`src/rtl/aosmp_pkg.sv`:
```
// ----------------------------------------------------------------------------
// aosmp_pkg
// Types and constants for the AOS M_PDU packer: request formats, the
// parser-to-zone queue entry, and the packet and zone constants.
// ----------------------------------------------------------------------------
package aosmp_pkg;

  // request kinds
  localparam logic REQ_DATA = 1'b0;
  localparam logic REQ_FILL = 1'b1;

  localparam logic [7:0]  MARK_HI    = 8'hEA;
  localparam logic [7:0]  MARK_LO    = 8'h00;
  localparam logic [7:0]  IDLE_BYTE  = 8'hE0;
  localparam logic [10:0] NO_HDR     = 11'h7FF;
  localparam logic [15:0] MIN_PKT    = 16'd4;
  localparam logic [10:0] ZONE_MIN   = 11'd8;
  localparam logic [10:0] ZONE_MAX   = 11'd2046;
  localparam logic [10:0] ZONE_RESET = 11'd1024;

  // header byte positions within a packet
  localparam logic [15:0] POS_MARK_HI = 16'd0;
  localparam logic [15:0] POS_MARK_LO = 16'd1;
  localparam logic [15:0] POS_LEN_HI  = 16'd2;
  localparam logic [15:0] POS_LEN_LO  = 16'd3;

  // parser-to-zone queue
  localparam int QDEPTH = 4;
  localparam int QPTR_W = $clog2(QDEPTH);
  localparam int QCNT_W = $clog2(QDEPTH + 1);

  // output buffer
  localparam int ODEPTH = 2;
  localparam int OPTR_W = $clog2(ODEPTH);
  localparam int OCNT_W = $clog2(ODEPTH + 1);

  typedef struct packed {
    logic       req_type;
    logic [7:0] in_byte;
  } in_req_t;

  typedef struct packed {
    logic [7:0]  out_byte;
    logic        zone_last;
    logic [10:0] first_hdr_ptr;
    logic        hdr_error;
  } out_req_t;

  typedef struct packed {
    logic [7:0] data;
    logic       pkt_start;
    logic       hdr_error;
  } mid_t;

endpackage

```
`src/rtl/aos_mpdu_packer.sv`:
```
// ----------------------------------------------------------------------------
// aos_mpdu_packer
// Cuts a packet byte stream into fixed-size M_PDU data zones and reports
// the first header pointer of each zone with its last byte.
// ----------------------------------------------------------------------------
//  channel   ports                     request accepted when
//  input     push, full, req           push & !full
//  result    empty, pop, rsp           pop & !empty
//  config    cfg_we, cfg_data          cfg_we
//
// One byte per cycle sustained while results are popped; a byte is registered
// in the queue by the parser and in the output buffer by the zone stage.
// Parser and zone stage are joined by a four-entry queue; a held result only
// stalls input once that queue and the two-entry output buffer are full.
// Synchronous reset clears all counters and sets the zone length to 1024.
// ----------------------------------------------------------------------------
module aos_mpdu_packer (
  input  logic                clk,
  input  logic                rst,
  input  logic                push,
  output logic                full,
  input  aosmp_pkg::in_req_t  req,
  output logic                empty,
  input  logic                pop,
  output aosmp_pkg::out_req_t rsp,
  input  logic                cfg_we,
  input  logic [10:0]         cfg_data
);

  aosmp_pkg::mid_t mid_in;
  aosmp_pkg::mid_t mid_out;
  logic            accept;
  logic            mid_empty;
  logic            mid_pop;

  assign accept = push && !full;

  aosmp_front u_front (
    .clk    (clk),
    .rst    (rst),
    .accept (accept),
    .req    (req),
    .mid    (mid_in)
  );

  aosmp_queue u_queue (
    .clk     (clk),
    .rst     (rst),
    .wr_en   (accept),
    .wr_data (mid_in),
    .full    (full),
    .rd_en   (mid_pop),
    .rd_data (mid_out),
    .empty   (mid_empty)
  );

  aosmp_back u_back (
    .clk       (clk),
    .rst       (rst),
    .cfg_we    (cfg_we),
    .cfg_data  (cfg_data),
    .mid       (mid_out),
    .mid_empty (mid_empty),
    .mid_pop   (mid_pop),
    .rsp       (rsp),
    .empty     (empty),
    .pop       (pop)
  );

endmodule

```
`src/rtl/aosmp_front.sv`:
```
// ----------------------------------------------------------------------------
// aosmp_front
// Packet parser: checks the marker, reads the length and tracks packet
// boundaries; tags each byte with packet start and header error, and turns fill requests into idle bytes.
// ----------------------------------------------------------------------------
module aosmp_front (
  input  logic              clk,
  input  logic              rst,
  input  logic              accept,
  input  aosmp_pkg::in_req_t req,
  output aosmp_pkg::mid_t   mid
);

  logic [15:0] pkt_count;
  logic [15:0] pkt_count_next;
  logic [15:0] pkt_len;
  logic [15:0] pkt_len_next;
  logic [7:0]  len_high;
  logic [7:0]  len_high_next;
  logic [15:0] len_word;
  logic [15:0] count_inc;

  always_comb begin
    pkt_count_next = pkt_count;
    pkt_len_next   = pkt_len;
    len_high_next  = len_high;
    len_word       = {len_high, req.in_byte};
    count_inc      = pkt_count + 16'd1;
    mid.data       = req.in_byte;
    mid.pkt_start  = 1'b0;
    mid.hdr_error  = 1'b0;
    if (req.req_type == aosmp_pkg::REQ_FILL) begin
      mid.data = aosmp_pkg::IDLE_BYTE;
    end else begin
      priority if (pkt_count == aosmp_pkg::POS_MARK_HI) begin
        mid.pkt_start = 1'b1;
        pkt_len_next  = 16'd0;
        if (req.in_byte != aosmp_pkg::MARK_HI) begin
          mid.hdr_error = 1'b1;
          pkt_len_next  = 16'd1;
        end
      end else if (pkt_count == aosmp_pkg::POS_MARK_LO) begin
        if (req.in_byte != aosmp_pkg::MARK_LO) begin
          mid.hdr_error = 1'b1;
          pkt_len_next  = 16'd1;
        end
      end else if (pkt_count == aosmp_pkg::POS_LEN_HI) begin
        len_high_next = req.in_byte;
      end else if (pkt_count == aosmp_pkg::POS_LEN_LO) begin
        pkt_len_next = len_word;
        if (len_word < aosmp_pkg::MIN_PKT) begin
          mid.hdr_error = 1'b1;
          pkt_len_next  = aosmp_pkg::MIN_PKT;
        end
        // bad marker earlier in the header forces the minimum length
        if (pkt_len[0]) begin
          pkt_len_next = aosmp_pkg::MIN_PKT;
        end
      end else begin
        pkt_len_next = pkt_len;
      end
      pkt_count_next = count_inc;
      if (count_inc >= aosmp_pkg::MIN_PKT && count_inc >= pkt_len_next) begin
        pkt_count_next = 16'd0;
      end
    end
  end

  always_ff @(posedge clk) begin
    if (rst) begin
      pkt_count <= 16'd0;
      pkt_len   <= 16'd0;
      len_high  <= 8'd0;
    end else if (accept) begin
      pkt_count <= pkt_count_next;
      pkt_len   <= pkt_len_next;
      len_high  <= len_high_next;
    end
  end

endmodule

```
`src/rtl/aosmp_queue.sv`:
```
// ----------------------------------------------------------------------------
// aosmp_queue
// Short queue between the packet parser and the zone stage.
// ----------------------------------------------------------------------------
module aosmp_queue (
  input  logic            clk,
  input  logic            rst,
  input  logic            wr_en,
  input  aosmp_pkg::mid_t wr_data,
  output logic            full,
  input  logic            rd_en,
  output aosmp_pkg::mid_t rd_data,
  output logic            empty
);

  aosmp_pkg::mid_t entries [aosmp_pkg::QDEPTH];

  logic [aosmp_pkg::QPTR_W-1:0] wptr;
  logic [aosmp_pkg::QPTR_W-1:0] rptr;
  logic [aosmp_pkg::QCNT_W-1:0] count;

  assign full    = (count == aosmp_pkg::QCNT_W'(aosmp_pkg::QDEPTH));
  assign empty   = (count == '0);
  assign rd_data = entries[rptr];

  always_ff @(posedge clk) begin
    if (wr_en) begin
      entries[wptr] <= wr_data;
    end
  end

  always_ff @(posedge clk) begin
    if (rst) begin
      wptr  <= '0;
      rptr  <= '0;
      count <= '0;
    end else begin
      if (wr_en) begin
        wptr <= wptr + 1'b1;
      end
      if (rd_en) begin
        rptr <= rptr + 1'b1;
      end
      unique case ({wr_en, rd_en})
        2'b10:   count <= count + 1'b1;
        2'b01:   count <= count - 1'b1;
        default: count <= count;
      endcase
    end
  end

endmodule

```
`src/rtl/aosmp_back.sv`:
```
// ----------------------------------------------------------------------------
// aosmp_back
// Zone stage: places bytes in the data zone, records the first packet
// start, marks the last byte, and buffers results for the consumer.
// ----------------------------------------------------------------------------
module aosmp_back (
  input  logic                clk,
  input  logic                rst,
  input  logic                cfg_we,
  input  logic [10:0]         cfg_data,
  input  aosmp_pkg::mid_t     mid,
  input  logic                mid_empty,
  output logic                mid_pop,
  output aosmp_pkg::out_req_t rsp,
  output logic                empty,
  input  logic                pop
);

  logic [10:0] zone_length;
  logic [10:0] zone_pos;
  logic [10:0] zone_first_hdr;
  logic [10:0] zlen;
  logic [10:0] hdr_cur;
  logic        last;
  logic        out_pop;
  logic        out_room;

  aosmp_pkg::out_req_t result;
  aosmp_pkg::out_req_t obuf [aosmp_pkg::ODEPTH];

  logic [aosmp_pkg::OPTR_W-1:0] owptr;
  logic [aosmp_pkg::OPTR_W-1:0] orptr;
  logic [aosmp_pkg::OCNT_W-1:0] ocount;

  assign empty    = (ocount == '0);
  assign out_pop  = pop && !empty;
  assign out_room = (ocount != aosmp_pkg::OCNT_W'(aosmp_pkg::ODEPTH)) || out_pop;
  assign mid_pop  = !mid_empty && out_room;
  assign rsp      = obuf[orptr];

  always_comb begin
    zlen = zone_length;
    if (zone_length < aosmp_pkg::ZONE_MIN) begin
      zlen = aosmp_pkg::ZONE_MIN;
    end else if (zone_length > aosmp_pkg::ZONE_MAX) begin
      zlen = aosmp_pkg::ZONE_MAX;
    end
    last    = ({1'b0, zone_pos} + 12'd1) >= {1'b0, zlen};
    hdr_cur = (mid.pkt_start && zone_first_hdr == aosmp_pkg::NO_HDR) ? zone_pos
                                                                      : zone_first_hdr;
    result.out_byte      = mid.data;
    result.zone_last     = last;
    result.first_hdr_ptr = last ? hdr_cur : 11'd0;
    result.hdr_error     = mid.hdr_error;
  end

  always_ff @(posedge clk) begin
    if (rst) begin
      zone_length <= aosmp_pkg::ZONE_RESET;
    end else if (cfg_we) begin
      zone_length <= cfg_data;
    end
  end

  always_ff @(posedge clk) begin
    if (rst) begin
      zone_pos       <= 11'd0;
      zone_first_hdr <= aosmp_pkg::NO_HDR;
    end else if (mid_pop) begin
      if (last) begin
        zone_pos       <= 11'd0;
        zone_first_hdr <= aosmp_pkg::NO_HDR;
      end else begin
        zone_pos       <= zone_pos + 11'd1;
        zone_first_hdr <= hdr_cur;
      end
    end
  end

  always_ff @(posedge clk) begin
    if (mid_pop) begin
      obuf[owptr] <= result;
    end
  end

  always_ff @(posedge clk) begin
    if (rst) begin
      owptr  <= '0;
      orptr  <= '0;
      ocount <= '0;
    end else begin
      if (mid_pop) begin
        owptr <= owptr + 1'b1;
      end
      if (out_pop) begin
        orptr <= orptr + 1'b1;
      end
      unique case ({mid_pop, out_pop})
        2'b10:   ocount <= ocount + 1'b1;
        2'b01:   ocount <= ocount - 1'b1;
        default: ocount <= ocount;
      endcase
    end
  end

endmodule
```
`config.mk`:
```
export PLATFORM = sky130hd
export DESIGN_NAME = aos_mpdu_packer
export DESIGN_NICKNAME = d
export VERILOG_FILES = /design/src/rtl/aosmp_pkg.sv /design/src/rtl/aos_mpdu_packer.sv /design/src/rtl/aosmp_front.sv /design/src/rtl/aosmp_queue.sv /design/src/rtl/aosmp_back.sv
export SDC_FILE = /design/constraint.sdc
export NUM_CORES = 1
export LEC_CHECK = 0
export ABC_AREA = 1
export BUFFER_PORTS_ARGS = -buffer_cell sky130_fd_sc_hd__buf_2
export CORE_UTILIZATION = 30
export CTS_BUF_LIST = sky130_fd_sc_hd__clkbuf_8
export CTS_CLUSTER_SIZE = 10
export DETAILED_ROUTE_END_ITERATION = 8
export PLACE_DENSITY = 0.42
export SYNTH_ARGS = -nofsm -noshare
export SYNTH_HDL_FRONTEND = slang
export SYNTH_SLANG_ARGS = --single-unit
export TNS_END_PERCENT = 100
```
`constraint.sdc`:
```
create_clock -name clk -period 3.3 [get_ports clk]
set_input_delay 0.165 -clock clk [delete_from_list [all_inputs] [get_ports clk]]
set_output_delay 0.165 -clock clk [all_outputs]
set_load 0.02 [all_outputs]
```
==> flow_summary.toml, run 1 <==
[critical_path]
worstSetupPathType = "flip-flop to flip-flop"
cp-startpoint = "u_front.pkt_count[0]"
cp.required_ns = 3.64
r2r-end = "u_front.pkt_count[7]"
cp_slowest_cell = "dfxtp_2"
start_kind = "flip-flop"
r2r_cells = 18
worstPathBufferInverterCount = 2
crit_path_max_fanout = 16
r2r_start = "u_front.pkt_count[0]"
max_stage_delay_ns = 0.42
timing.reg2reg.setup_slack_ns = 0.31
crit_family = "simple AND/OR/NAND/NOR gates"
worst_setup_path_end_kind = "flip-flop"
arrival_ns = 3.33
cpMostUsedCell = "nand2_1"
crit_chain = "inv_1, ha_1, nor2_2, nand3_1, nor2_2, nand4_1, nand2_1, nand2_1, ha_1, nand2_1, inv_1, nand3_1, nor3_1, nand2_1, nand3_1, nand2_4, nand2_1, a21oi_1"

[synthesis]
synth-edff-count = 82
yosys_warnings = 0
netlist_instances = 1003
syn-num-nets = 1066
synth.distinct_cells = 43
synth_area_per_cell_um2 = 8.568
netlist_area_mm2 = 0.008593
ys_seq_area_frac = 0.4892
async_reset_ff_frac = 0
synthFlopType = "dfxtp_1"
ys_ff_latch = 169

[clock_network]
clock-sinks = 169
cts-root-buf = "clkbuf_8"
cts_htree_levels = 4
clockBufferDepth = 2
post_cts_buffers = 0
cts_made_buffers = 17
cts_tree = "yes"
clk_latency_ns = 0.47
path_clk_slew_ns = 0.10

[placement]
io_buffers = 47
hpwl_um = 14030
place_area_mm2 = 0.009301
gp_congestion = 0.7702

[power]
p_per_area_mw_per_mm2 = 673.2
p_clk_frac = 0.232
p_comb_frac = 0.328
peakVddDrop_uv = 323.4
leakagePower_nw = 3.992
power_frac_seq = 0.440
p_int_mw = 4.071
p_switching_mw = 2.588
p_sw_frac = 0.3886

[floorplanning]
rows = 61
pin_count = 48
die_w_um = 171.2
core_mm2 = 0.02801
dieArea_mm2 = 0.02932
die_h_um = 171.2
start_util = 0.3068

[hold_path]
min_to = "u_back.zone_length[5]"
min_path_type = "input port to flip-flop"
hp-start = "cfg_data[5]"
hold_depth = 3

[routing]
ant_nets = 0
drt_wl_total_um = 20400
via_per_inst = 4.554
first_pass_iters = 4
drtIter0Drc = 319
avgRoutedWirePerCell_um = 13.98
routed-via-count = 6645
drc = 0

[finish]
final_cell_area_mm2 = 0.009892
area_growth_pct = 15.11
n_antenna_cell = 0
nFillCells = 2916
nets = 1131
layout-drive-gt1-share = 0.1684

[timing]
finalSetupTns_ns = 0
drv_slew = 0
period_share = 0.9065
period_needed_ns = 2.991
clock_skew_ns = 0.01873
fmax_mhz = 334.3
tightest_slew_ns = 0.9210
finalHoldViolCount = 0
setup_viol = 0
rsz0062_at_grt = "no"
relSlewSlack = 0.3852

[global_routing]
grt_remaining_overflow = 0
grt_max_degree = 56
grt_pass1_vias = 6380
track_usage = 0.1468
grt_pass1_wl_um = 33660
antenna_found_initial = 0

[flow_run]
maxCapViolCount = 0

[run_status]
status = "complete, no violations"
-- per-layer routing --
layer / up-vias / GRT usage / routed length [um]
li1: 3538 / - / -
met1: 3028 / 0.1985 / 10400
met2: 60 / 0.2402 / 9324
met3: 19 / 0.02761 / 432
met4: 0 / 0.03649 / 240
met5: - / 0 / 0
-- sequential cells by signal (all words and copies together) (netlist names), 2 cells and up, named ones only --
signal,cells
u_front.pkt_len,16
u_front.len_high,8
u_queue.wptr,2
u_back.zone_length,11
u_queue.count,3
u_back.ocount,2
u_back.zone_first_hdr,11
u_queue.rptr,2
u_back.zone_pos,11
u_back.obuf,42
u_queue.entries,40
u_front.pkt_count,16
-- worst register-to-register path, cell delays in order, from the launching register on --
cell and delay, ns:
dfxtp_2 0.42, inv_1 0.11, ha_1 0.23, nor2_2 0.21, nand3_1 0.15, nor2_2 0.18, nand4_1 0.10, nand2_1 0.08
nand2_1 0.08, ha_1 0.31, nand2_1 0.07, inv_1 0.05, nand3_1 0.08, nor3_1 0.20, nand2_1 0.08, nand3_1 0.13
nand2_4 0.18, nand2_1 0.13, a21oi_1 0.06
-- power groups by stage --
stage                     Sequential [mW]  Combinational [mW]  Clock (mW)
after floorplan                      2.90                1.62           0
after global placement               2.99                2.22           0
after detailed placement             2.98                2.22           0
after CTS                            2.94                2.24        1.61
after global routing                 2.99                2.49        1.70
final                                2.93                2.18        1.55
-- logic make-up after synthesis --
logic type | after synthesis | synth area share
buffers and inverters | 130 | 0.06130
flip-flops | 169 | 0.4892
AO/OA/AOI/OAI | 195 | 0.1223
adder cells (fa/ha/maj) | 38 | 0.05620
multiplexers | 21 | 0.02752
AND/OR/NAND/NOR | 442 | 0.2353
XOR/XNOR | 8 | 0.008154
-- Yosys cell counts (3+ instances only) --
library cell	instances	share of area
mux2_2	21	0.028
nand4_1	26	0.019
nand2_1	178	0.078
a31oi_1	3	0.0022
ha_1	37	0.054
nand3_1	70	0.041
o22ai_1	10	0.0073
edfxtp_1	82	0.29
nor2_4	5	0.0066
inv_1	87	0.038
a21oi_1	78	0.045
nor2_2	6	0.0044
xnor2_1	3	0.0031
nor2_1	117	0.051
dfxtp_1	87	0.20
clkbuf_1	25	0.011
nor3_1	10	0.0058
nand2_2	18	0.013
buf_2	8	0.0047
o21ai_0	85	0.050
xor2_1	5	0.0051
a21oi_2	10	0.010
o21bai_1	3	0.0026
-- final cells by class --
| cell class | count | area [um^2] | area share |
|---|---|---|---|
| Multi-Input combinational cell | 704 | 3889 | 0.3931 |
| Timing Repair Buffer | 85 | 555.5 | 0.05616 |
| Sequential cell | 169 | 4207 | 0.4252 |
| Tap cell | 378 | 473.0 | 0.04781 |
| Clock buffer | 17 | 234.0 | 0.02365 |
| Inverter | 91 | 341.6 | 0.03453 |
| Clock inverter | 15 | 192.7 | 0.01948 |
-- cell usage in the layout, fill, tap and decap left out, types with 3 or more instances in the layout --
master / synthesis / routed
nand2_1: 178 / 178
nor2_1: 117 / 112
inv_1: 87 / 87
o21ai_0: 85 / 85
dfxtp_1: 87 / 85
edfxtp_1: 82 / 82
a21oi_1: 78 / 78
nand3_1: 70 / 70
buf_2: 8 / 47
ha_1: 37 / 37
nand4_1: 26 / 26
buf_4: 2 / 24
mux2_2: 21 / 21
nand2_2: 18 / 18
clkbuf_8: 0 / 17
dlygate4sd3_1: 0 / 14
nor2_2: 6 / 11
o22ai_1: 10 / 10
a21oi_2: 10 / 10
nor3_1: 10 / 9
clkinv_8: 0 / 6
xor2_1: 5 / 5
nor2_4: 5 / 5
inv_8: 0 / 4
xnor2_1: 3 / 3
a31oi_1: 3 / 3
o21bai_1: 3 / 3
-- worst max-delay path by stage --
stage,slack [ns],cells after the start,endpoint
2_1_floorplan,0.52,19,u_front.pkt_count[10]
3_5_place_dp,0.13,18,u_front.pkt_count[7]
4_1_cts,0.08,18,u_front.pkt_count[3]
5_1_grt,0.02,21,u_front.pkt_count[3]
6_report,0.31,18,u_front.pkt_count[7]
3_3_place_gp,0.18,18,u_front.pkt_count[4]
-- metrics by stage --
step | power [mW] | setup slack (ns) | utilization | hold slack [ns] | cells
after global routing | 7.187 | 0.02194 | 0.3532 | 0.005292 | 1459
after floorplan | 4.523 | 0.5211 | - | 0.2654 | 1003
final | 6.659 | 0.3087 | 0.3532 | 0.02477 | 1459
after CTS | 6.794 | 0.08259 | 0.3523 | 0.0004090 | 1459
after global placement | 5.205 | 0.1775 | 0.3321 | 0.3911 | 1413
after detailed placement | 5.206 | 0.1271 | 0.3321 | 0.4009 | 1413
-- repair_timing --
action                                 4_1_cts  5_1_grt
gates resized for setup                      0        7
setup endpoints to repair                    0       16
endpoints found under the hold margin       13        0
hold buffers                                14        0
No activity file was read; power rests on OpenSTA's default activity.
==> run 2: changes to the inputs <==
CORE_ASPECT_RATIO = 1.2   (was unset)
==> run 2 against run 1 <==
  * Clock power fell by 7%
  * Die area is essentially flat
  * Clock skew decreased by 0.0078 ns
  * Non-clock buffer count up 1
  * Final area fell by 0.38%
  * Utilization down 0.22 points
  * Via count grew 2.7%
  * Sequential cell count unchanged
  * Largest cell class unchanged
  * Count of clock-buffer cells in the layout unchanged
  * Sequential power about the same
  * First-iteration DRC count increased by 44%
  * Final cell count up 0.21%
==> flow_summary.toml, run 2 (synthesis results as in run 1) <==
[clock_network]
clk_latency_ns = 0.46
cts_htree_levels = 4
cts-root-buf = "clkbuf_8"
clock-sinks = 169
cts_tree = "yes"
clockBufferDepth = 2
cts_made_buffers = 17
path_clk_slew_ns = 0.09
post_cts_buffers = 0

[hold_path]
min_path_type = "input port to flip-flop"

[power]
p_per_area_mw_per_mm2 = 669.9
power_frac_seq = 0.444
p_clk_frac = 0.218
peakVddDrop_uv = 271.9
p_sw_frac = 0.3797
leakagePower_nw = 3.960
p_switching_mw = 2.507
p_int_mw = 4.094
p_comb_frac = 0.338

[global_routing]
grt_remaining_overflow = 0
grt_pass1_vias = 6507
track_usage = 0.1480
grt_pass1_wl_um = 33900
antenna_found_initial = 0
grt_max_degree = 56

[critical_path]
max_stage_delay_ns = 0.46
timing.reg2reg.setup_slack_ns = 0.32
cp_slowest_cell = "dfxtp_1"
worstSetupPathType = "flip-flop to flip-flop"
start_kind = "flip-flop"
crit_path_max_fanout = 16
arrival_ns = 3.32
cp.required_ns = 3.63
crit_chain = "ha_2, inv_1, nor2_2, nand3_1, nor2_2, nand4_1, nand2_1, nand2_1, ha_1, nand2_1, inv_1, nand3_1, nor3_1, nand2_1, nand3_1, nand2_4, nand2_2, a21oi_2"
r2r_cells = 18
worstSetupEndpoint = "u_front.pkt_count[1]"
worst_setup_path_end_kind = "flip-flop"
cpMostUsedCell = "nand2_1"
r2r-end = "u_front.pkt_count[1]"
cp-startpoint = "u_front.pkt_count[1]"
r2r_start = "u_front.pkt_count[1]"

[timing]
setup_viol = 0
hold_slack_ns = 0.04208
finalHoldViolCount = 0
period_needed_ns = 2.985
period_share = 0.9044
drv_slew = 0
relSlewSlack = 0.3554
rsz0062_at_grt = "no"
fmax_mhz = 335.1
finalSetupTns_ns = 0
clock_skew_ns = 0.01097
tightest_slew_ns = 0.9656

[routing]
drt_wl_total_um = 20790
via_per_inst = 4.668
ant_nets = 0
routed-via-count = 6824
avgRoutedWirePerCell_um = 14.22
first_pass_iters = 5
drtIter0Drc = 458
drc = 0

[finish]
fin_cells = 1462
final_cell_mix = "nand2_1, nor2_1, inv_1, dfxtp_1, o21ai_0"
largest_register_ffs = 42
final_common_cell = "nand2_1"
largestRegisters = "u_back.obuf: 42 flops, u_queue.entries: 40 flops"
area_growth_pct = 14.68
layout-drive-gt1-share = 0.1662
final_cell_area_mm2 = 0.009854
top_register = "u_back.obuf"
nets = 1133
n_antenna_cell = 0

[floorplanning]
die_w_um = 156.5
dieArea_mm2 = 0.02933
pin_count = 48
rows = 67
die_h_um = 187.4
core_mm2 = 0.02808
start_util = 0.3060

[run_status]
status = "complete, no violations"

[placement]
gp_congestion = 0.7874
dp.cells = 1413
place_area_mm2 = 0.009295
hpwl_um = 14410
io_buffers = 47

[flow_run]
maxCapViolCount = 0
-- run 2: power groups by stage --
| stage | sequential [mW] | clock (mW) | combinational (mW) |
|---|---|---|---|
| 6_report | 2.93 | 1.44 | 2.23 |
| 5_1_grt | 2.98 | 1.59 | 2.53 |
| 4_1_cts | 2.94 | 1.51 | 2.27 |
| 3_3_place_gp | 2.98 | 0 | 2.23 |
| 3_5_place_dp | 2.99 | 0 | 2.25 |
| 2_1_floorplan | 2.90 | 0 | 1.62 |
-- run 2: layout make-up --
class                           count  area [um^2]
Fill cell                        2951        18230
Sequential cell                   169         4205
Multi-Input combinational cell    704         3880
Timing Repair Buffer               86        568.0
Tap cell                          379        474.2
Inverter                           91        345.3
Clock buffer                       17        234.0
Clock inverter                     15        140.1
Timing Repair inverter              1        7.507
-- run 2: worst min path at each step --
| stage | start | end | cells past startpoint |
|---|---|---|---|
| final | req[1] | u_front.len_high[1] | 3 |
| after CTS | req[2] | u_front.len_high[2] | 3 |
| after global routing | req[2] | u_front.len_high[2] | 3 |
| after global placement | cfg_data[10] | u_back.zone_length[10] | 3 |
| after floorplan | cfg_we | u_back.zone_length[10] | 1 |
| after detailed placement | cfg_data[2] | u_back.zone_length[2] | 3 |
-- run 2: through the flow --
step	util	worst slack (ns)	power, mW
floorplan	-	0.5211	4.523
global placement	0.3310	0.1760	5.218
detailed placement	0.3310	0.1521	5.237
CTS	0.3500	0.1398	6.721
global route	0.3509	0.008489	7.100
finish	0.3509	0.3154	6.601
-- run 2: timing repair --
action                     in CTS  in global routing
hold endpoints to repair       14                  0
setup endpoints to repair       0                 38
resized for setup               0                  7
hold buffers                   16                  0
-- run 2: per-layer routing --
metal  share of wire  GRT usage  vias up
li1                -          -     3539
met1            0.47     0.1857     3188
met2            0.50     0.2550       82
met3           0.021    0.02711       15
met4           0.013    0.04487        0
met5               0          0        -
-- run 2: worst max-delay path: cells and delay by family (launching register included) --
family          cells  cell delay [ns]
compound gates      1             0.05
fa+ha+maj           2             0.59
buf+inv             2             0.12
flops               1             0.46
simple gates       13             1.65
==> run 3: changes to the inputs <==
CORE_UTILIZATION = 63   (was 30)
PLACE_DENSITY = 0.79   (was 0.42)
==> run 3 against run 2 <==
  * Combinational power shrank 3%
  * Sequential share of layout area grew 1.4 points
  * Register-to-register slack worse by 0.03 ns
  * Clock skew up 0.0093 ns
  * Sequential cell count is the same
  * Wire length down 14%
  * Final cell count down 15%
  * Count of clock-buffer cells in the layout stayed put
  * Non-clock buffer count fell by 12
  * Sequential power barely moved
  * Maximum frequency down 1.0%
  * Clock power is 3% higher
  * Critical path type unchanged
  * Highest routed layer unchanged
==> flow_summary.toml, run 3 (synthesis results as in run 1) <==
[critical_path]
start_kind = "flip-flop"
worstSetupPathType = "flip-flop to flip-flop"
cp-startpoint = "u_front.pkt_count[0]"
crit_path_max_fanout = 16
arrival_ns = 3.40
worst_setup_path_end_kind = "flip-flop"
r2r_start = "u_front.pkt_count[0]"
cp.required_ns = 3.68

[global_routing]
track_usage = 0.2649
grt_pass1_wl_um = 29470
antenna_found_initial = 0
grt_max_degree = 51
grt_remaining_overflow = 0
grt_pass1_vias = 6696

[floorplanning]
rows = 46
dieArea_mm2 = 0.01411
core_mm2 = 0.01324
pin_count = 48
die_h_um = 129.9
start_util = 0.6491
die_w_um = 108.6

[hold_path]
min_path_type = "input port to flip-flop"
hp-start = "cfg_data[6]"

[timing]
setup_viol = 0
period_share = 0.9138
finalSetupTns_ns = 0
tightest_slew_ns = 0.9109
relSlewSlack = 0.3905
period_needed_ns = 3.016
drv_slew = 0
finalHoldViolCount = 0
clock_skew_ns = 0.02023
rsz0062_at_grt = "no"
fmax_mhz = 331.6

[routing]
via_per_inst = 5.631
drtIter0Drc = 372
drc = 0
drt_wl_total_um = 17860
avgRoutedWirePerCell_um = 14.41
ant_nets = 0
routed-via-count = 6977
first_pass_iters = 5

[finish]
largest_register_ffs = 42
layout-drive-gt1-share = 0.1615
n_antenna_cell = 0
nets = 1121
largestRegisters = "u_back.obuf: 42 flops, u_queue.entries: 40 flops"
postLayoutCoreUtil = 0.7209
area_growth_pct = 11.05
top_register = "u_back.obuf"
final_common_cell = "nand2_1"
final_cell_mix = "nand2_1, nor2_1, inv_1"

[clock_network]
clk_latency_ns = 0.47
path_clk_slew_ns = 0.11
cts_tree = "yes"
clock-sinks = 169
cts_made_buffers = 17
clockBufferDepth = 2
post_cts_buffers = 0
cts_htree_levels = 4
cts-root-buf = "clkbuf_8"

[power]
leakagePower_nw = 3.940
p_per_area_mw_per_mm2 = 690.4
peakVddDrop_uv = 474.7

[flow_run]
maxCapViolCount = 0

[run_status]
status = "complete, no violations"

[placement]
gp_congestion = 0.8737
hpwl_um = 12180
io_buffers = 47
[run 3: critical path, stage by stage (launching register included)]
cell and delay (ns):
dfxtp_1 0.40, inv_1 0.10, ha_1 0.24, nor2_2 0.20
nand4_4 0.23, nor2_2 0.25, nand2_1 0.08, nand2_1 0.06
nand2_1 0.09, ha_1 0.31, a21oi_1 0.17, o21a_1 0.12
nand2_1 0.05, nand2_1 0.06, nand3_1 0.11, nand2_4 0.24
nand2_1 0.08, a21oi_1 0.13
[run 3: report_power, final]
group | internal [mW] | switching (mW)
combinational | 0.751 | 1.42
clock | 0.589 | 0.898
sequential | 2.72 | 0.210
[run 3: metrics by stage]
stage / worst slack, ns / power [mW] / hold WS (ns) / std cells / area (um^2)
final: 0.2843 / 6.588 / 0.01865 / 1239 / 9543
after global placement: 0.2767 / 5.049 / 0.3815 / 1195 / 8976
after global routing: 0.02908 / 7.029 / 0.01956 / 1239 / 9543
after CTS: 0.1173 / 6.612 / 0.001734 / 1238 / 9512
after floorplan: 0.5211 / 4.523 / 0.2654 / 1003 / 8593
after detailed placement: 0.1637 / 5.115 / 0.3881 / 1195 / 8976
[run 3: area by class of cell]
class	instances	area [um^2]
flip-flops and latches	169	4205
multi-input cells	705	3895
fillers	999	3695
repair buffers	74	465.4
inverters	91	341.6
clock buffers	17	234.0
well taps	168	210.2
clock inverters	15	191.4
[run 3: what timing repair did]
action                                 CTS  global route
gates resized for setup                  0             6
endpoints found under the hold margin    9             0
hold buffers                            11             0
setup endpoints to repair                0            16
[run 3: layer usage]
metal | track usage | vias up | share of wire
li1 | - | 3529 | -
met1 | 0.3027 | 3222 | 0.42
met2 | 0.4851 | 191 | 0.52
met3 | 0.04246 | 35 | 0.040
met4 | 0.1161 | 0 | 0.021
met5 | 0 | - | 0
[run 3: worst paths after layout]
kind / end / slack, ns / cells after the start
setup / recovery: u_front.pkt_count[7] / 0.28 / 17
hold / removal: u_back.zone_length[6] / 0.02 / 3
setup reg to reg: u_front.pkt_count[7] / 0.28 / 17
hold reg to reg: u_back.orptr / 0.46 / 1
